### src/scmc_pkg.sv
// Package for the SCCB master controller: widths, reset values, codes and
// the classified item type shared by the front end, queue and bus engine.
// No dependencies.
`default_nettype none

package scmc_pkg;

  localparam int unsigned CfgWidth     = 16;
  localparam int unsigned CfgIdxWidth  = 1;
  localparam int unsigned IdWidth      = 7;
  localparam int unsigned ByteWidth    = 8;
  localparam int unsigned ActionWidth  = 2;
  localparam int unsigned QueueDepth   = 4;

  localparam logic [CfgWidth-1:0] HalfPeriodReset = 16'd300;
  localparam logic [CfgWidth-1:0] StopGapReset    = 16'd500;

  localparam logic [CfgIdxWidth-1:0] CfgHalfPeriod = 1'd0;
  localparam logic [CfgIdxWidth-1:0] CfgStopGap    = 1'd1;

  localparam logic [ActionWidth-1:0] ActTick  = 2'd0;
  localparam logic [ActionWidth-1:0] ActWrite = 2'd1;
  localparam logic [ActionWidth-1:0] ActRead  = 2'd2;

  typedef struct packed {
    logic                 start;
    logic                 rd;
    logic [IdWidth-1:0]   device_id;
    logic [ByteWidth-1:0] register_address;
    logic [ByteWidth-1:0] write_data;
    logic                 sda_in;
  } item_t;

endpackage

`default_nettype wire

### src/scmc_if.sv
// Handshake channels of the SCCB master controller: tick requests in,
// pin/status results out. Depends on scmc_pkg.
`default_nettype none

interface scmc_in_if;
  logic                            valid;
  logic                            ready;
  logic [scmc_pkg::ActionWidth-1:0] action;
  logic [scmc_pkg::IdWidth-1:0]     device_id;
  logic [scmc_pkg::ByteWidth-1:0]   register_address;
  logic [scmc_pkg::ByteWidth-1:0]   write_data;
  logic                            sda_in;

  modport source (output valid, action, device_id, register_address, write_data, sda_in,
                  input ready);
  modport sink (input valid, action, device_id, register_address, write_data, sda_in,
                output ready);
endinterface

interface scmc_out_if;
  logic                          valid;
  logic                          ready;
  logic                          scl_level;
  logic                          sda_level;
  logic                          sda_drive;
  logic                          busy_res;
  logic                          done_res;
  logic [scmc_pkg::ByteWidth-1:0] read_data;

  modport source (output valid, scl_level, sda_level, sda_drive, busy_res, done_res,
                  read_data, input ready);
  modport sink (input valid, scl_level, sda_level, sda_drive, busy_res, done_res,
                read_data, output ready);
endinterface

`default_nettype wire

### src/sccb_master_controller.sv
// SCCB master controller. Each accepted transaction is one bus tick; its
// result is loaded into the output register at the edge that pops it from the
// four-entry queue. One transaction per cycle is sustained while results are
// taken every cycle. rst (synchronous, active high) empties the queue, returns
// the bus engine to idle and restores the timing registers to 300 and 500
// ticks.
`default_nettype none

module sccb_master_controller (
  input  wire logic                             clk,
  input  wire logic                             rst,
  input  wire logic                             cfg_we,
  input  wire logic [scmc_pkg::CfgIdxWidth-1:0] cfg_index,
  input  wire logic [scmc_pkg::CfgWidth-1:0]    cfg_data,
  scmc_in_if.sink                               req,
  scmc_out_if.source                            rsp
);

  logic [scmc_pkg::CfgWidth-1:0] half_period_ticks;
  logic [scmc_pkg::CfgWidth-1:0] stop_gap_ticks;

  logic            q_full;
  logic            q_push;
  logic            q_pop;
  logic            q_not_empty;
  scmc_pkg::item_t q_in_item;
  scmc_pkg::item_t q_head;

  always_ff @(posedge clk) begin
    if (rst) begin
      half_period_ticks <= scmc_pkg::HalfPeriodReset;
      stop_gap_ticks    <= scmc_pkg::StopGapReset;
    end else if (cfg_we) begin
      unique case (cfg_index)
        scmc_pkg::CfgHalfPeriod: half_period_ticks <= cfg_data;
        scmc_pkg::CfgStopGap:    stop_gap_ticks    <= cfg_data;
        default: ;
      endcase
    end
  end

  scmc_front u_front (
    .req    (req),
    .q_full (q_full),
    .q_push (q_push),
    .q_item (q_in_item)
  );

  scmc_queue u_queue (
    .clk       (clk),
    .rst       (rst),
    .push      (q_push),
    .push_item (q_in_item),
    .pop       (q_pop),
    .full      (q_full),
    .not_empty (q_not_empty),
    .head      (q_head)
  );

  scmc_engine u_engine (
    .clk               (clk),
    .rst               (rst),
    .half_period_ticks (half_period_ticks),
    .stop_gap_ticks    (stop_gap_ticks),
    .q_valid           (q_not_empty),
    .q_item            (q_head),
    .q_pop             (q_pop),
    .rsp               (rsp)
  );

endmodule

`default_nettype wire

### src/scmc_front.sv
// Front end: accepts tick requests and classifies the action code into
// start/read flags for the queue. Depends on scmc_pkg and scmc_if.
`default_nettype none

module scmc_front (
  scmc_in_if.sink        req,
  input  wire logic      q_full,
  output logic           q_push,
  output scmc_pkg::item_t q_item
);

  assign req.ready = !q_full;
  assign q_push    = req.valid && !q_full;

  // Unused action code three behaves as a plain tick.
  always_comb begin
    q_item.start            = (req.action == scmc_pkg::ActWrite) ||
                              (req.action == scmc_pkg::ActRead);
    q_item.rd               = (req.action == scmc_pkg::ActRead);
    q_item.device_id        = req.device_id;
    q_item.register_address = req.register_address;
    q_item.write_data       = req.write_data;
    q_item.sda_in           = req.sda_in;
  end

endmodule

`default_nettype wire

### src/scmc_queue.sv
// Small FIFO of classified items between the front end and the bus engine.
// Depends on scmc_pkg.
`default_nettype none

module scmc_queue (
  input  wire logic             clk,
  input  wire logic             rst,
  input  wire logic             push,
  input  wire scmc_pkg::item_t  push_item,
  input  wire logic             pop,
  output logic                  full,
  output logic                  not_empty,
  output scmc_pkg::item_t       head
);

  localparam int unsigned PtrWidth = $clog2(scmc_pkg::QueueDepth);
  localparam int unsigned CntWidth = $clog2(scmc_pkg::QueueDepth + 1);
  localparam logic [PtrWidth-1:0] LastPtr = PtrWidth'(scmc_pkg::QueueDepth - 1);
  localparam logic [CntWidth-1:0] FullCnt = CntWidth'(scmc_pkg::QueueDepth);

  scmc_pkg::item_t     entries [scmc_pkg::QueueDepth];
  logic [PtrWidth-1:0] wr_ptr;
  logic [PtrWidth-1:0] rd_ptr;
  logic [CntWidth-1:0] count;

  assign full      = (count == FullCnt);
  assign not_empty = (count != '0);
  assign head      = entries[rd_ptr];

  always_ff @(posedge clk) begin
    if (push) begin
      entries[wr_ptr] <= push_item;
    end
  end

  always_ff @(posedge clk) begin
    if (rst) begin
      wr_ptr <= '0;
      rd_ptr <= '0;
      count  <= '0;
    end else begin
      if (push) begin
        wr_ptr <= (wr_ptr == LastPtr) ? '0 : wr_ptr + 1'b1;
      end
      if (pop) begin
        rd_ptr <= (rd_ptr == LastPtr) ? '0 : rd_ptr + 1'b1;
      end
      if (push && !pop) begin
        count <= count + 1'b1;
      end else if (pop && !push) begin
        count <= count - 1'b1;
      end
    end
  end

endmodule

`default_nettype wire

### src/scmc_engine.sv
// Bus engine: steps the SCCB phase sequencer once per queued tick and
// registers the pin levels and status as one result. Depends on scmc_pkg, scmc_if.
`default_nettype none

module scmc_engine (
  input  wire logic                          clk,
  input  wire logic                          rst,
  input  wire logic [scmc_pkg::CfgWidth-1:0] half_period_ticks,
  input  wire logic [scmc_pkg::CfgWidth-1:0] stop_gap_ticks,
  input  wire logic                          q_valid,
  input  wire scmc_pkg::item_t               q_item,
  output logic                               q_pop,
  scmc_out_if.source                         rsp
);

  localparam logic [3:0] PhIdle     = 4'd0;
  localparam logic [3:0] PhStartHi  = 4'd1;
  localparam logic [3:0] PhStartLo  = 4'd2;
  localparam logic [3:0] PhTxLow    = 4'd3;
  localparam logic [3:0] PhTxHigh   = 4'd4;
  localparam logic [3:0] PhRestart  = 4'd5;
  localparam logic [3:0] PhRxLow    = 4'd6;
  localparam logic [3:0] PhRxHigh   = 4'd7;
  localparam logic [3:0] PhStopLow  = 4'd8;
  localparam logic [3:0] PhStopHigh = 4'd9;
  localparam logic [3:0] PhStopRise = 4'd10;
  localparam logic [3:0] PhGap      = 4'd11;

  localparam int unsigned CW = scmc_pkg::CfgWidth;
  localparam int unsigned BW = scmc_pkg::ByteWidth;

  logic [3:0]                      phase, phase_next;
  logic [3:0]                      bit_index, bit_index_next;
  logic [CW-1:0]                   tick_count, tick_count_next;
  logic [2:0]                      byte_index, byte_index_next;
  logic                            is_read, is_read_next;
  logic [BW-1:0]                   tx_shift, tx_shift_next;
  logic [BW-1:0]                   rx_shift, rx_shift_next;
  logic [scmc_pkg::IdWidth-1:0]    held_id, held_id_next;
  logic [BW-1:0]                   held_address, held_address_next;
  logic [BW-1:0]                   held_data, held_data_next;

  logic [CW-1:0] dur;
  logic [CW:0]   tick_inc;
  logic          expire;
  logic          done_next;
  logic          txbit;
  logic          scl_next, lvl_next, drv_next;

  function automatic logic [BW-1:0] byte_for(input logic [2:0] idx, input logic rd,
                                             input logic [scmc_pkg::IdWidth-1:0] id,
                                             input logic [BW-1:0] addr,
                                             input logic [BW-1:0] data);
    logic [BW-1:0] r;
    if (idx == 3'd0) begin
      r = {id, 1'b0};
    end else if (idx == 3'd1) begin
      r = addr;
    end else if (rd) begin
      r = {id, 1'b1};
    end else begin
      r = data;
    end
    return r;
  endfunction

  // The result slot frees when it is empty or being taken this cycle.
  assign q_pop = q_valid && (!rsp.valid || rsp.ready);

  always_comb begin
    if (phase == PhGap) begin
      dur = stop_gap_ticks;
    end else if (half_period_ticks == '0) begin
      dur = CW'(1);
    end else begin
      dur = half_period_ticks;
    end
    tick_inc = {1'b0, tick_count} + 1'b1;
    expire   = (tick_inc >= {1'b0, dur});
  end

  always_comb begin
    phase_next        = phase;
    bit_index_next    = bit_index;
    tick_count_next   = tick_count;
    byte_index_next   = byte_index;
    is_read_next      = is_read;
    tx_shift_next     = tx_shift;
    rx_shift_next     = rx_shift;
    held_id_next      = held_id;
    held_address_next = held_address;
    held_data_next    = held_data;
    done_next         = 1'b0;

    if (phase == PhIdle) begin
      if (q_item.start) begin
        held_id_next      = q_item.device_id;
        held_address_next = q_item.register_address;
        held_data_next    = q_item.write_data;
        is_read_next      = q_item.rd;
        if (q_item.rd) begin
          rx_shift_next = '0;
        end
        byte_index_next = '0;
        bit_index_next  = '0;
        tick_count_next = '0;
        phase_next      = PhStartHi;
      end
    end else begin
      // Read bits are sampled on the first tick of the first eight high halves.
      if (phase == PhRxHigh && tick_count == '0 && bit_index < 4'd8) begin
        rx_shift_next = {rx_shift[BW-2:0], q_item.sda_in};
      end
      tick_count_next = tick_inc[CW-1:0];
      if (expire) begin
        tick_count_next = '0;
        unique case (phase)
          PhStartHi: phase_next = PhStartLo;
          PhStartLo: begin
            tx_shift_next  = byte_for(byte_index, is_read, held_id, held_address,
                                      held_data);
            bit_index_next = '0;
            phase_next     = PhTxLow;
          end
          PhTxLow: phase_next = PhTxHigh;
          PhTxHigh: begin
            if (bit_index < 4'd8) begin
              tx_shift_next = {tx_shift[BW-2:0], 1'b0};
            end
            bit_index_next = bit_index + 1'b1;
            if (bit_index_next < 4'd9) begin
              phase_next = PhTxLow;
            end else if (!is_read && byte_index < 3'd2) begin
              byte_index_next = byte_index + 1'b1;
              tx_shift_next   = byte_for(byte_index_next, is_read, held_id,
                                         held_address, held_data);
              bit_index_next  = '0;
              phase_next      = PhTxLow;
            end else if (!is_read) begin
              phase_next = PhStopLow;
            end else if (byte_index == 3'd0) begin
              byte_index_next = 3'd1;
              tx_shift_next   = byte_for(3'd1, is_read, held_id, held_address,
                                         held_data);
              bit_index_next  = '0;
              phase_next      = PhTxLow;
            end else if (byte_index == 3'd1) begin
              byte_index_next = 3'd2;
              phase_next      = PhRestart;
            end else begin
              bit_index_next = '0;
              phase_next     = PhRxLow;
            end
          end
          PhRestart: phase_next = PhStartHi;
          PhRxLow:   phase_next = PhRxHigh;
          PhRxHigh: begin
            bit_index_next = bit_index + 1'b1;
            phase_next     = (bit_index_next < 4'd9) ? PhRxLow : PhStopLow;
          end
          PhStopLow:  phase_next = PhStopHigh;
          PhStopHigh: phase_next = PhStopRise;
          PhStopRise: begin
            if (stop_gap_ticks == '0) begin
              phase_next = PhIdle;
              done_next  = 1'b1;
            end else begin
              phase_next = PhGap;
            end
          end
          default: begin
            phase_next = PhIdle;
            done_next  = 1'b1;
          end
        endcase
      end
    end

    txbit = (bit_index_next < 4'd8) ? tx_shift_next[BW-1] : 1'b0;
    unique case (phase_next)
      PhStartLo:  begin scl_next = 1'b1; lvl_next = 1'b0;  drv_next = 1'b1; end
      PhTxLow:    begin scl_next = 1'b0; lvl_next = txbit; drv_next = 1'b1; end
      PhTxHigh:   begin scl_next = 1'b1; lvl_next = txbit; drv_next = 1'b1; end
      PhRestart:  begin scl_next = 1'b0; lvl_next = 1'b1;  drv_next = 1'b1; end
      PhRxLow:    begin scl_next = 1'b0; lvl_next = 1'b0;  drv_next = 1'b0; end
      PhRxHigh:   begin scl_next = 1'b1; lvl_next = 1'b0;  drv_next = 1'b0; end
      PhStopLow:  begin scl_next = 1'b0; lvl_next = 1'b0;  drv_next = 1'b1; end
      PhStopHigh: begin scl_next = 1'b1; lvl_next = 1'b0;  drv_next = 1'b1; end
      default:    begin scl_next = 1'b1; lvl_next = 1'b1;  drv_next = 1'b1; end
    endcase
  end

  always_ff @(posedge clk) begin
    if (rst) begin
      phase        <= PhIdle;
      bit_index    <= '0;
      tick_count   <= '0;
      byte_index   <= '0;
      is_read      <= 1'b0;
      tx_shift     <= '0;
      rx_shift     <= '0;
      held_id      <= '0;
      held_address <= '0;
      held_data    <= '0;
      rsp.valid    <= 1'b0;
    end else begin
      if (q_pop) begin
        phase        <= phase_next;
        bit_index    <= bit_index_next;
        tick_count   <= tick_count_next;
        byte_index   <= byte_index_next;
        is_read      <= is_read_next;
        tx_shift     <= tx_shift_next;
        rx_shift     <= rx_shift_next;
        held_id      <= held_id_next;
        held_address <= held_address_next;
        held_data    <= held_data_next;
        rsp.valid    <= 1'b1;
      end else if (rsp.ready) begin
        rsp.valid <= 1'b0;
      end
    end
  end

  always_ff @(posedge clk) begin
    if (q_pop) begin
      rsp.scl_level <= scl_next;
      rsp.sda_level <= lvl_next;
      rsp.sda_drive <= drv_next;
      rsp.busy_res  <= (phase_next != PhIdle);
      rsp.done_res  <= done_next;
      rsp.read_data <= rx_shift_next;
    end
  end

  a_idle_tick_clear: assert property (@(posedge clk) disable iff (rst)
    (phase == PhIdle) |-> (tick_count == '0))
    else $error("tick counter not cleared in idle");

  a_bit_index_range: assert property (@(posedge clk) disable iff (rst)
    (bit_index <= 4'd9))
    else $error("bit index out of range");

  a_read_phases: assert property (@(posedge clk) disable iff (rst)
    (phase == PhRxLow || phase == PhRxHigh || phase == PhRestart) |-> is_read)
    else $error("read phase reached in a write transaction");

  a_done_not_busy: assert property (@(posedge clk) disable iff (rst)
    (rsp.valid && rsp.done_res) |-> (!rsp.busy_res && phase == PhIdle))
    else $error("done reported while still busy");

  a_pop_makes_result: assert property (@(posedge clk) disable iff (rst)
    q_pop |=> rsp.valid)
    else $error("queued tick produced no result");

endmodule

`default_nettype wire
### src/flat_wrapper.sv
// flat-port wrapper written by rule: the top's interface ports become plain ports
module sccb_master_controller_flat 
  (clk, rst, cfg_we, cfg_index, cfg_data, req_valid, req_action, req_device_id, req_register_address, req_write_data, req_sda_in, req_ready, rsp_valid, rsp_scl_level, rsp_sda_level, rsp_sda_drive, rsp_busy_res, rsp_done_res, rsp_read_data, rsp_ready);
  scmc_in_if req_i ();
  scmc_out_if rsp_i ();
  input  wire logic clk;
  input  wire logic rst;
  input  wire logic cfg_we;
  input  wire logic [scmc_pkg::CfgIdxWidth-1:0] cfg_index;
  input  wire logic [scmc_pkg::CfgWidth-1:0] cfg_data;
  input wire logic [$bits(req_i.valid)-1:0] req_valid;
  input wire logic [$bits(req_i.action)-1:0] req_action;
  input wire logic [$bits(req_i.device_id)-1:0] req_device_id;
  input wire logic [$bits(req_i.register_address)-1:0] req_register_address;
  input wire logic [$bits(req_i.write_data)-1:0] req_write_data;
  input wire logic [$bits(req_i.sda_in)-1:0] req_sda_in;
  output wire logic [$bits(req_i.ready)-1:0] req_ready;
  output wire logic [$bits(rsp_i.valid)-1:0] rsp_valid;
  output wire logic [$bits(rsp_i.scl_level)-1:0] rsp_scl_level;
  output wire logic [$bits(rsp_i.sda_level)-1:0] rsp_sda_level;
  output wire logic [$bits(rsp_i.sda_drive)-1:0] rsp_sda_drive;
  output wire logic [$bits(rsp_i.busy_res)-1:0] rsp_busy_res;
  output wire logic [$bits(rsp_i.done_res)-1:0] rsp_done_res;
  output wire logic [$bits(rsp_i.read_data)-1:0] rsp_read_data;
  input wire logic [$bits(rsp_i.ready)-1:0] rsp_ready;
  assign req_i.valid = req_valid;
  assign req_i.action = req_action;
  assign req_i.device_id = req_device_id;
  assign req_i.register_address = req_register_address;
  assign req_i.write_data = req_write_data;
  assign req_i.sda_in = req_sda_in;
  assign req_ready = req_i.ready;
  assign rsp_valid = rsp_i.valid;
  assign rsp_scl_level = rsp_i.scl_level;
  assign rsp_sda_level = rsp_i.sda_level;
  assign rsp_sda_drive = rsp_i.sda_drive;
  assign rsp_busy_res = rsp_i.busy_res;
  assign rsp_done_res = rsp_i.done_res;
  assign rsp_read_data = rsp_i.read_data;
  assign rsp_i.ready = rsp_ready;
  sccb_master_controller u_core (.clk(clk), .rst(rst), .cfg_we(cfg_we), .cfg_index(cfg_index), .cfg_data(cfg_data), .req(req_i), .rsp(rsp_i));
endmodule
### config.mk
export PLATFORM = sky130hd
export DESIGN_NAME = sccb_master_controller_flat
export DESIGN_NICKNAME = d
export VERILOG_FILES = /design/src/scmc_pkg.sv /design/src/scmc_if.sv /design/src/sccb_master_controller.sv /design/src/scmc_front.sv /design/src/scmc_queue.sv /design/src/scmc_engine.sv /design/src/flat_wrapper.sv
export SDC_FILE = /design/constraint.sdc
export NUM_CORES = 1
export LEC_CHECK = 0
export BUFFER_PORTS_ARGS = -buffer_cell sky130_fd_sc_hd__buf_2
export CORE_MARGIN = 4
export CORE_UTILIZATION = 40
export CTS_CLUSTER_SIZE = 16
export DETAILED_ROUTE_END_ITERATION = 16
export GPL_ROUTABILITY_DRIVEN = 1
export PLACE_DENSITY_LB_ADDON = 0.05
export SLEW_MARGIN = 20
export SYNTH_ARGS = -nofsm -noshare
export SYNTH_HDL_FRONTEND = slang
export SYNTH_SLANG_ARGS = --single-unit
### constraint.sdc
create_clock -name clk -period 4 [get_ports clk]
set_input_delay 0 -clock clk [delete_from_list [all_inputs] [get_ports clk]]
set_output_delay 0 -clock clk [all_outputs]
set_load 0.03 [all_outputs]
Word-level counts from Yosys, hierarchy flattened --
Memories as Yosys holds them, arrays and structs flattened. A register that Yosys moved wholly into a read port is not among the register bits. Cells that the tools add are included.
Word-level totals: bits in registers 120, bits in writable memories 104, bits of input ports 48, word-level logic and storage cells 175, memories 1
Memory list:
- u_core.u_queue.entries | depth 4, width 26, read ports 1, clocked after memory_dff 1, wr ports 1, line scmc_queue.sv:21 | scmc_pkg::item_t entries [scmc_pkg::QueueDepth];
Operators by class: add/subtract/negate cells 7, $lt $le $gt $ge 5, equal/unequal tests 28, multiplexer cells 67, bitwise gates (word level) 3, reductions and logical operators 41
Operator list (count):
- two-way mux 8 bit | 16
- two-way mux 16 bit | 5
- two-way mux 4 bit | 16
- zero test 16 bit | 3
- one-hot mux 4 bit (10 select lines) | 1
- two-way mux 3 bit | 12
- equality test 4 x 3 -> 1 bit (second input constant) | 8
- equality test 4 bit (second input constant) | 6
- adder 16 x 1 -> 17 bit (second input constant) | 1
- greater-or-equal comparator 17 x 16 -> 1 bit | 1
- equality test 4 x 2 -> 1 bit (second input constant) | 4
- one-hot mux 8 bit (2 select lines) | 1
- < comparator 4 bit (second input constant) | 3
- one-hot mux 4 bit (3 select lines) | 1
- two-way mux 2 bit | 5
- nonzero test 2 bit | 5
- OR reduction 9 bit | 1
- two-way mux 1 bit | 8
- nonzero test 4 bit | 2
- logical AND 1 bit | 7
- AND reduction 7 bit | 1
- adder 3 x 1 -> 3 bit (second input constant) | 2
- equality test 2 bit (second input constant) | 3
- equality test 3 x 1 -> 1 bit (second input constant) | 2
- 22 further kinds | 37

Logic depth before layout (Yosys ltp) --
Gate-level depths: netlist of run 1.
word-level depth 12, depth in mapped cells 20, depth with buffers taken out 16

Cells and area by module --
A second synthesis of run 1 with hierarchy kept.
Unflattened totals: cell total of the unflattened synthesis 971, area total of the unflattened synthesis 10874.2 um^2
By module, submodules not included:
- scmc_engine | times used 1, cells an instance 635, area an instance 5091.1 um^2
- scmc_queue | times used 1, cells an instance 180, area an instance 4239.1 um^2
- sccb_master_controller | times used 1, cells an instance 127, area an instance 1333.8 um^2
- scmc_front | times used 1, cells an instance 29, area an instance 210.2 um^2

Worst setup path after synthesis of run 1 --
Ideal clock, no wire load.
path kind reg-to-reg, from register u_core.u_engine.phase[1], to register u_core.u_engine.rsp.scl_level (data pin), setup time 260 ps, data arrival time 4056 ps, path slack -316 ps, stages on the path, launching flop included 18, cell sequence dfxtp_1 -> clkbuf_1 -> buf_1 -> nand3_1 -> clkbuf_1 -> clkbuf_1 -> mux2i_1 -> ha_1 -> a211o_1 -> a21oi_1 -> a211oi_2 -> or3_1 -> buf_6 -> clkbuf_8 -> mux2i_2 -> xnor2_1 -> a22oi_1 -> mux2_2
Between the ends: word-level cells in the longest chain between the ends 8, elaborated cells on any way between the ends 24, classes of those cells 1 x order compare; 15 x eq/ne; 6 x mux; 2 x reduce/logical
Ends and longest elaborated chain:
- start: declaration | line scmc_engine.sv:32 | logic [3:0] phase, phase_next;
- start signal: assignment | line scmc_engine.sv:195 | phase <= PhIdle;
- start signal: assignment | line scmc_engine.sv:208 | phase <= phase_next;
- equality test 4 bit | line scmc_engine.sv:71 | if (phase == PhGap) begin
- two-way mux 16 bit | line scmc_engine.sv:71
- greater-or-equal comparator 17 x 16 -> 1 bit | line scmc_engine.sv:79 | expire = (tick_inc >= {1'b0, dur});
- two-way mux 4 bit | line scmc_engine.sv:115 | if (expire) begin
- two-way mux 4 bit * | line scmc_engine.sv:95 | if (phase == PhIdle) begin
- equality test 4 x 3 -> 1 bit, or another cell as far along | line scmc_engine.sv:180 | unique case (phase_next)
- OR reduction 4 bit (no line) *
- two-way mux 1 bit * | line scmc_engine.sv:180
- named net u_core.u_engine.scl_next | line scmc_engine.sv:48 | logic scl_next, lvl_next, drv_next;
- end signal: assignment | line scmc_engine.sv:227 | rsp.scl_level <= scl_next;
- end: declaration | line scmc_if.sv:30 | modport source (output valid, scl_level, sda_level, sda_drive, busy_res, done_res,
The timed path passes the listed nets; every way through them passes the cells marked *. A chain may end at the register's enable or synchronous reset.

Worst setup path in the final report of run 1 --
from register u_core.u_engine.tick_count[1], to register u_core.u_engine.rsp.scl_level (data pin)
Between the ends: word-level cells in the longest chain between the ends 7, elaborated cells on any way between the ends 10, classes of those cells 1 x add/sub; 1 x order compare; 4 x eq/ne; 3 x mux; 1 x reduce/logical
Ends and longest elaborated chain:
- start: declaration | line scmc_engine.sv:34 | logic [CW-1:0] tick_count, tick_count_next;
- start signal: assignment | line scmc_engine.sv:210 | tick_count <= tick_count_next;
- adder 16 x 1 -> 17 bit * | line scmc_engine.sv:78 | tick_inc = {1'b0, tick_count} + 1'b1;
- greater-or-equal comparator 17 x 16 -> 1 bit * | line scmc_engine.sv:79
- two-way mux 4 bit * | line scmc_engine.sv:115
- two-way mux 4 bit * | line scmc_engine.sv:95
- equality test 4 x 3 -> 1 bit, or another cell as far along | line scmc_engine.sv:180
- OR reduction 4 bit (no line) *
- two-way mux 1 bit * | line scmc_engine.sv:180
- named net u_core.u_engine.scl_next | line scmc_engine.sv:48
Marked as above.

==> results.md, run 1 <==
- DRT antenna net count: 0
- Worst-case setup margin in the final layout: 0.2165 ns
- Number of synthesized flops with an enable pin: 117
- Starting Density: 40.69%
- Area growth syn-to-layout: 21.12%
- Setup clock skew after layout: 0.02408 ns
- Highest clock frequency the design can meet: 0.2643 GHz
- Core ar.: 26,060 um2
- Path category of the worst min-delay check: primary input to flop
- Result of the run: finished clean
- Largest buffer count on any clock path: 3
- Vert. Die Dim: 170.8 um
- Cell-by-cell trace of the critical path: nand3_2, nor3_4, and3_4, nand3_2, or2_4, nor2_1, xor2_1, ha_1, nand4_1, o41ai_2, a41o_2, or3_4, buf_12, mux2i_4, xnor2_1, a22oi_1, mux2_2
- Clock latency on the worst-skew pair: 0.54 ns
- Data required time at the worst endpoint: 4.29 ns
- Synth cell types: 72
- Slowest cell delay on critical path: 0.40 ns
- Element type at the critical path end: flop
- Vias in the first global route: 7,567
- Relative max-transition margin: 37.41%
- Endpoint arrival time on the critical path: 4.07 ns
- Share of the yosys chip area belonging to registers: 53.72%
- Cell repeated most along the worst path: sky130_fd_sc_hd__nand3_2
- Gate Count Post-Synth: 989
- Setup TNS after final layout: 0 ns
- Root cell of the clock tree: sky130_fd_sc_hd__clkbuf_16
- Proportion of register bits with asynchronous set or reset after synthesis: 0%
- Top cell family by delay on the critical path: simple AND/OR/NAND/NOR gates
- Most frequently used flop master after synthesis: sky130_fd_sc_hd__edfxtp_1
- Routability Congestion: 0.8011
- First-pass GRT wire length: 40,370 um
- Placed Instances: 1,356
- Final worst path period need: 3.784 ns
- Post-route non-filler standard cell count: 1,453
- Slew at the pin with the worst max-slew slack: 0.9388 ns
- PD cells: 606.0 nW/um2
- Total wire length after detailed routing: 24,540 um
- Number of antenna violations at the first check in global routing: 0
- Number of I/O pins: 63
- Number of synthesized register bits: 226
- Final setup fails: 0
- Clock sink total: 226
- Fraction of final layout cells sized beyond drive strength 1: 18.07%
- Final period utilization: 94.59%
- DRT iter0 DRCs: 443
- CTS clk-pin slew, worst paths: 0.06 ns
- Leakage: 4.750 nW
- Critical-path top delay cell: sky130_fd_sc_hd__or3_4
- Net count of the mapped netlist: 1,068
- Final core utilization: 49.28%
- Post-detailed-placement half-perimeter wirelength: 16,390 um
- Final count of pins violating max slew: 0
- Floorplan die width: 170.8 um
- Area enclosed by the die boundary: 29,180 um2
- DRC violation count after routing: 0
- Antenna diode count: 0
- CP max FO: 14
- Number of instances on the worst hold path: 5
- Post-Syn Area per Cell: 10.72 um2
- Total power: 7.783 mW
- Number of gates on the worst path with buffers counted: 17
- IO Port Bufs: 62
- Highest ir drop seen on vdd: 0.3974 mV
- Combined area of all synthesized cells: 10,600 um2
- Pin count of the biggest net entering global routing: 57
- Launching element type of the critical path: flop
- Detailed-route via count: 7,662
- CTS tree: done
- Wire length per cell after detailed routing: 16.89 um
- Clock H-tree levels: 1
- GRT Util Overall: 16.95%
- Worst slack after detailed placement: -0.04622 ns
- Final layout net count: 1,177
- Overflow after GRT: 0
- Number of search-and-repair iterations in the first detailed-routing pass: 5
- Number of rows created at floorplan: 59
- Worst Reg-to-Reg Cells: 17
- Max-cap viol count: 0
- Buffer and inverter count on the worst path: 1
- Count of final hold-check violations: 0
- Num CTS Buffers: 26
- Number of warnings reported in the yosys synthesis log: 0
- Number of vias per cell after detailed routing: 5.273
- Worst setup path class: flop to flop
cells in the final DEF (no fill, tap or decap), types with 17 or more instances in the layout:
master,count
sky130_fd_sc_hd__edfxtp_1,117
sky130_fd_sc_hd__o21ai_0,22
sky130_fd_sc_hd__clkbuf_16,26
sky130_fd_sc_hd__dlygate4sd3_1,47
sky130_fd_sc_hd__ha_1,29
sky130_fd_sc_hd__inv_1,18
sky130_fd_sc_hd__buf_2,62
sky130_fd_sc_hd__mux2i_1,26
sky130_fd_sc_hd__nand2_1,172
sky130_fd_sc_hd__buf_4,34
sky130_fd_sc_hd__xor2_1,17
sky130_fd_sc_hd__dfxtp_1,105
sky130_fd_sc_hd__nor3_1,27
sky130_fd_sc_hd__a21oi_1,91
sky130_fd_sc_hd__nor2_1,70
sky130_fd_sc_hd__mux4_2,26
logic make-up after synthesis:
kind of cell	after synthesis	share of synthesized area, %
simple gates	366	16.38
buf+inv	82	3.127
mux	58	8.626
compound gates	194	11.78
xor+xnor	32	2.643
fa+ha+maj	31	3.729
flops	226	53.72
metal layers:
layer | up-vias | global-route usage (%) | routed length (um)
met2 | 106 | 28.54 | 11870
met4 | 0 | 3.755 | 402
met3 | 26 | 2.195 | 725
met5 | - | 0 | 0
met1 | 3689 | 23.61 | 11540
li1 | 3841 | - | -
tightest hold or removal path, stage by stage:
cell and delay, ns:
sky130_fd_sc_hd__buf_2 0.11, sky130_fd_sc_hd__nor2b_1 0.12, sky130_fd_sc_hd__buf_4 0.20, sky130_fd_sc_hd__nand2_1 0.09, sky130_fd_sc_hd__a21oi_1 0.05
timing repair:
| action | CTS | global route |
|---|---|---|
| buffers inserted | 0 | 2 |
| resized for setup | 1 | 8 |
| hold buffers | 47 | 0 |
| setup endpoints to repair | 2 | 21 |
| pin swaps | 0 | 3 |
| hold endpoints to repair | 143 | 0 |
Yosys cell counts, types with 4 or more instances:
cell / count / area [um2]
sky130_fd_sc_hd__nor2b_1: 5 / 31.28
sky130_fd_sc_hd__nand3b_1: 12 / 90.09
sky130_fd_sc_hd__buf_1: 5 / 18.77
sky130_fd_sc_hd__and2_1: 5 / 31.28
sky130_fd_sc_hd__nand2b_1: 7 / 43.79
sky130_fd_sc_hd__xor2_1: 17 / 148.9
sky130_fd_sc_hd__dfxtp_1: 109 / 2182
sky130_fd_sc_hd__inv_1: 18 / 67.56
sky130_fd_sc_hd__a311oi_1: 7 / 61.31
sky130_fd_sc_hd__xnor2_1: 15 / 131.4
sky130_fd_sc_hd__or2_2: 5 / 31.28
sky130_fd_sc_hd__o31a_1: 4 / 35.03
sky130_fd_sc_hd__clkbuf_1: 52 / 195.2
sky130_fd_sc_hd__a22o_1: 9 / 78.83
sky130_fd_sc_hd__o221ai_1: 7 / 61.31
sky130_fd_sc_hd__nor4_1: 12 / 75.07
sky130_fd_sc_hd__mux2i_1: 27 / 270.3
sky130_fd_sc_hd__edfxtp_1: 117 / 3513
sky130_fd_sc_hd__nor2_1: 70 / 262.8
sky130_fd_sc_hd__mux2_2: 4 / 45.04
sky130_fd_sc_hd__a211oi_1: 7 / 52.55
sky130_fd_sc_hd__a21oi_1: 91 / 455.4
sky130_fd_sc_hd__nor3_1: 28 / 140.1
sky130_fd_sc_hd__nand3_1: 10 / 50.05
sky130_fd_sc_hd__mux4_2: 26 / 585.6
sky130_fd_sc_hd__nand4_1: 6 / 37.54
sky130_fd_sc_hd__a221oi_1: 7 / 61.31
sky130_fd_sc_hd__nand2_1: 172 / 645.6
sky130_fd_sc_hd__o21ai_0: 22 / 110.1
sky130_fd_sc_hd__ha_1: 30 / 375.4
sky130_fd_sc_hd__or3_1: 9 / 56.30
sky130_fd_sc_hd__o2bb2ai_1: 7 / 61.31
sky130_fd_sc_hd__and3_1: 8 / 50.05
per-stage QoR:
step | instance area [um2] | hold WS [ns]
final | 12840 | 0.08612
after global routing | 12840 | 0.09168
after CTS | 12790 | 0.05644
after floorplan | 10660 | 0.09887
after global placement | 11380 | 0.2162
after detailed placement | 11380 | 0.2162
area by class of cell:
cell class,instances,area (um2)
multi-input combinational,681,4646
inverter,18,67.56
clock inverter,16,230.2
timing repair buffer,145,1076
fill,2401,13220
tap,335,419.2
sequential,226,5700
clock buffer,32,703.2
registers in the layout, indices dropped and copies added, names as in the netlist, 3 cells and up, named ones only:
register                       cells
u_core.u_queue.entries           104
u_core.half_period_ticks          16
u_core.stop_gap_ticks             16
u_core.u_engine.tick_count        16
u_core.u_engine.held_address       8
u_core.u_engine.held_data          8
u_core.u_engine.rsp.read_data      8
u_core.u_engine.rx_shift           8
u_core.u_engine.tx_shift           8
u_core.u_engine.held_id            7
u_core.u_engine.bit_index          4
u_core.u_engine.phase              4
u_core.u_engine.byte_index         3
u_core.u_queue.count               3
final timing paths:
| kind | to | startpoint | slack (ns) |
|---|---|---|---|
| setup / recovery | u_core.u_engine.rsp.scl_level | u_core.u_engine.tick_count[1] | 0.22 |
| hold reg to reg | u_core.u_engine.rsp.valid | u_core.u_engine.rsp.valid | 0.46 |
| setup reg to reg | u_core.u_engine.rsp.scl_level | u_core.u_engine.tick_count[1] | 0.22 |
| hold / removal | u_core.half_period_ticks[10] | cfg_we | 0.09 |
where the power goes:
| part | internal, mW | total (mW) | switching (mW) |
|---|---|---|---|
| clock | 1.58 | 2.53 | 0.956 |
| sequential | 2.78 | 2.96 | 0.186 |
| combinational | 0.877 | 2.29 | 1.41 |
Power figures use the tool's default switching activity.
==> inputs of run 2 (changes only) <==
- MAX_ROUTING_LAYER: not set -> met4
- PLACE_DENSITY: not set -> 0.64
- PLACE_DENSITY_LB_ADDON: 0.05 -> not set
==> run 2 against run 1 <==
Effect of this change: fmax decreased by 2.8%; critical path type unchanged; register-to-register slack got worse by 0.11 ns; design area down 1.2%; non-clock buffer count fell by 2; clock-buffer cell count increased by 11.
==> results.md, run 2 (same netlist as run 1, synthesis figures left out) <==
- CTS tree: done
- Total wire length after detailed routing: 23,510 um
- Worst reg2reg path startpoint: u_core.u_engine.tick_count[1]
- Final layout net count: 1,174
- Final setup fails: 0
- Overflow after GRT: 0
- Launching element type of the critical path: flop
- Cell area after layout: 12,690 um2
- Vert. Die Dim: 170.8 um
- Starting Density: 40.69%
- Post-route non-filler standard cell count: 1,449
- DR top layer: met4
- Num CTS Buffers: 25
- Number of rows created at floorplan: 59
- Count of final hold-check violations: 0
- Relative max-transition margin: 36.98%
- Sum of routed wire segments on met1: 10,510 um
- Detailed-route via count: 7,763
- Fraction of final layout cells sized beyond drive strength 1: 18.04%
- Vias in the first global route: 7,500
- Most common cell after layout, fill and taps aside: sky130_fd_sc_hd__nand2_1
- Final period utilization: 97.32%
- Clock sink total: 226
- Number of antenna violations at the first check in global routing: 0
- Clock latency on the worst-skew pair: 0.53 ns
- Area growth syn-to-layout: 19.68%
- Leakage: 4.649 nW
- GRT Util Overall: 16.24%
- Root cell of the clock tree: sky130_fd_sc_hd__clkbuf_16
- Data required time at the worst endpoint: 4.27 ns
- PD cells: 581.4 nW/um2
- Largest buffer count on any clock path: 3
- Placed Instances: 1,352
- Most frequent cells in the layout: sky130_fd_sc_hd__nand2_1 (172), sky130_fd_sc_hd__edfxtp_1 (117), sky130_fd_sc_hd__dfxtp_1 (104), sky130_fd_sc_hd__a21oi_1 (90), sky130_fd_sc_hd__nor2_1 (69)
- DRT antenna net count: 0
- Slew at the pin with the worst max-slew slack: 0.9453 ns
- Result of the run: finished clean
- Number of search-and-repair iterations in the first detailed-routing pass: 7
- Final worst path period need: 3.893 ns
- Critical Path Source: u_core.u_engine.tick_count[1]
- Met2 routed wirelength: 11,470 um
- Register with the most flip-flops: u_core.u_queue.entries
- Element type at the critical path end: flop
- Max-cap viol count: 0
- Clock H-tree levels: 1
- Endpoint arrival time on the critical path: 4.17 ns
- Wire length per cell after detailed routing: 16.22 um
- Final count of pins violating max slew: 0
- DRC violation count after routing: 0
- DRT iter0 DRCs: 532
- Routability Congestion: 0.8864
- Setup clock skew after layout: 0.01672 ns
- CTS clk-pin slew, worst paths: 0.06 ns
- Highest ir drop seen on vdd: 0.3903 mV
- CP max FO: 14
- Core ar.: 26,060 um2
- Antenna diode count: 0
- Highest clock frequency the design can meet: 0.2569 GHz
- Pin count of the biggest net entering global routing: 49
- Number of I/O pins: 63
- Path category of the worst min-delay check: primary input to flop
- IO Port Bufs: 62
- Max reg flops: 104
- Startpoint of the worst hold path: cfg_we
- Routed length on met3: 806 um
- Floorplan die width: 170.8 um
- Number of vias per cell after detailed routing: 5.357
- Instance area at placement: 11,350 um2
- Area enclosed by the die boundary: 29,180 um2
- Post-detailed-placement half-perimeter wirelength: 15,280 um
- Worst setup path class: flop to flop
- First-pass GRT wire length: 38,090 um
==> run 2: metrics by stage <==
step	setup WS [ns]	hold WS (ns)	TNS, ns	util, %	power, mW
floorplan	0.0001936	0.09887	0	-	4.651
global placement	0.1253	0.2133	0	43.56	5.219
detailed placement	0.02805	0.2196	0	43.56	5.244
CTS	0.01321	0.06157	0	48.29	7.458
global route	-0.02174	0.09324	-0.03154	48.70	7.833
finish	0.1071	0.08579	0	48.70	7.377
==> run 2: repair_timing <==
item,4_1_cts,5_1_grt
gates resized for setup,0,17
endpoints found under the hold margin,141,0
setup buffers,0,5
setup endpoints to repair,0,31
hold buffers,46,0
==> run 2: where the power goes <==
part	leakage [nW]	switching [mW]	internal, mW
registers	1.97	0.164	2.78
clock network	0.380	0.884	1.26
logic	2.30	1.41	0.882
==> run 2: routing by layer <==
layer  vias up  global-route usage, %
met5         -                      -
met4         0                  4.409
met3        55                  2.172
met2       155                  27.18
met1      3720                  20.92
li1       3833                      -
==> run 2: final timing paths <==
path | end | slack, ns | depth (start not counted)
max | u_core.u_engine.rsp.scl_level | 0.11 | 18
min | u_core.half_period_ticks[13] | 0.09 | 5
max reg2reg | u_core.u_engine.rsp.scl_level | 0.11 | 18
min reg2reg | u_core.u_engine.rx_shift[7] | 0.45 | 2
==> run 2: area by class of cell <==
| type | count | area, um2 |
|---|---|---|
| Fill cell | 2330 | 13370 |
| Sequential cell | 226 | 5702 |
| Multi-Input combinational cell | 681 | 4671 |
| Timing Repair Buffer | 143 | 1059 |
| Clock buffer | 43 | 738.2 |
| Tap cell | 335 | 419.2 |
| Inverter | 18 | 67.56 |
| Clock inverter | 3 | 33.78 |
==> run 2: critical path, stage by stage (launching register included) <==
cell	delay, ns
sky130_fd_sc_hd__dfxtp_2	0.33
sky130_fd_sc_hd__nand3_2	0.09
sky130_fd_sc_hd__nor3_2	0.23
sky130_fd_sc_hd__and3_4	0.24
sky130_fd_sc_hd__nand3_2	0.11
sky130_fd_sc_hd__or2_4	0.28
sky130_fd_sc_hd__nor2_2	0.09
sky130_fd_sc_hd__xor2_1	0.16
sky130_fd_sc_hd__ha_1	0.27
sky130_fd_sc_hd__nand4_1	0.10
sky130_fd_sc_hd__o41ai_1	0.07
sky130_fd_sc_hd__a41o_2	0.25
sky130_fd_sc_hd__or3_4	0.40
sky130_fd_sc_hd__buf_12	0.17
sky130_fd_sc_hd__mux2i_4	0.20
sky130_fd_sc_hd__buf_4	0.16
sky130_fd_sc_hd__nor2_1	0.10
sky130_fd_sc_hd__a22oi_1	0.10
sky130_fd_sc_hd__mux2_2	0.28
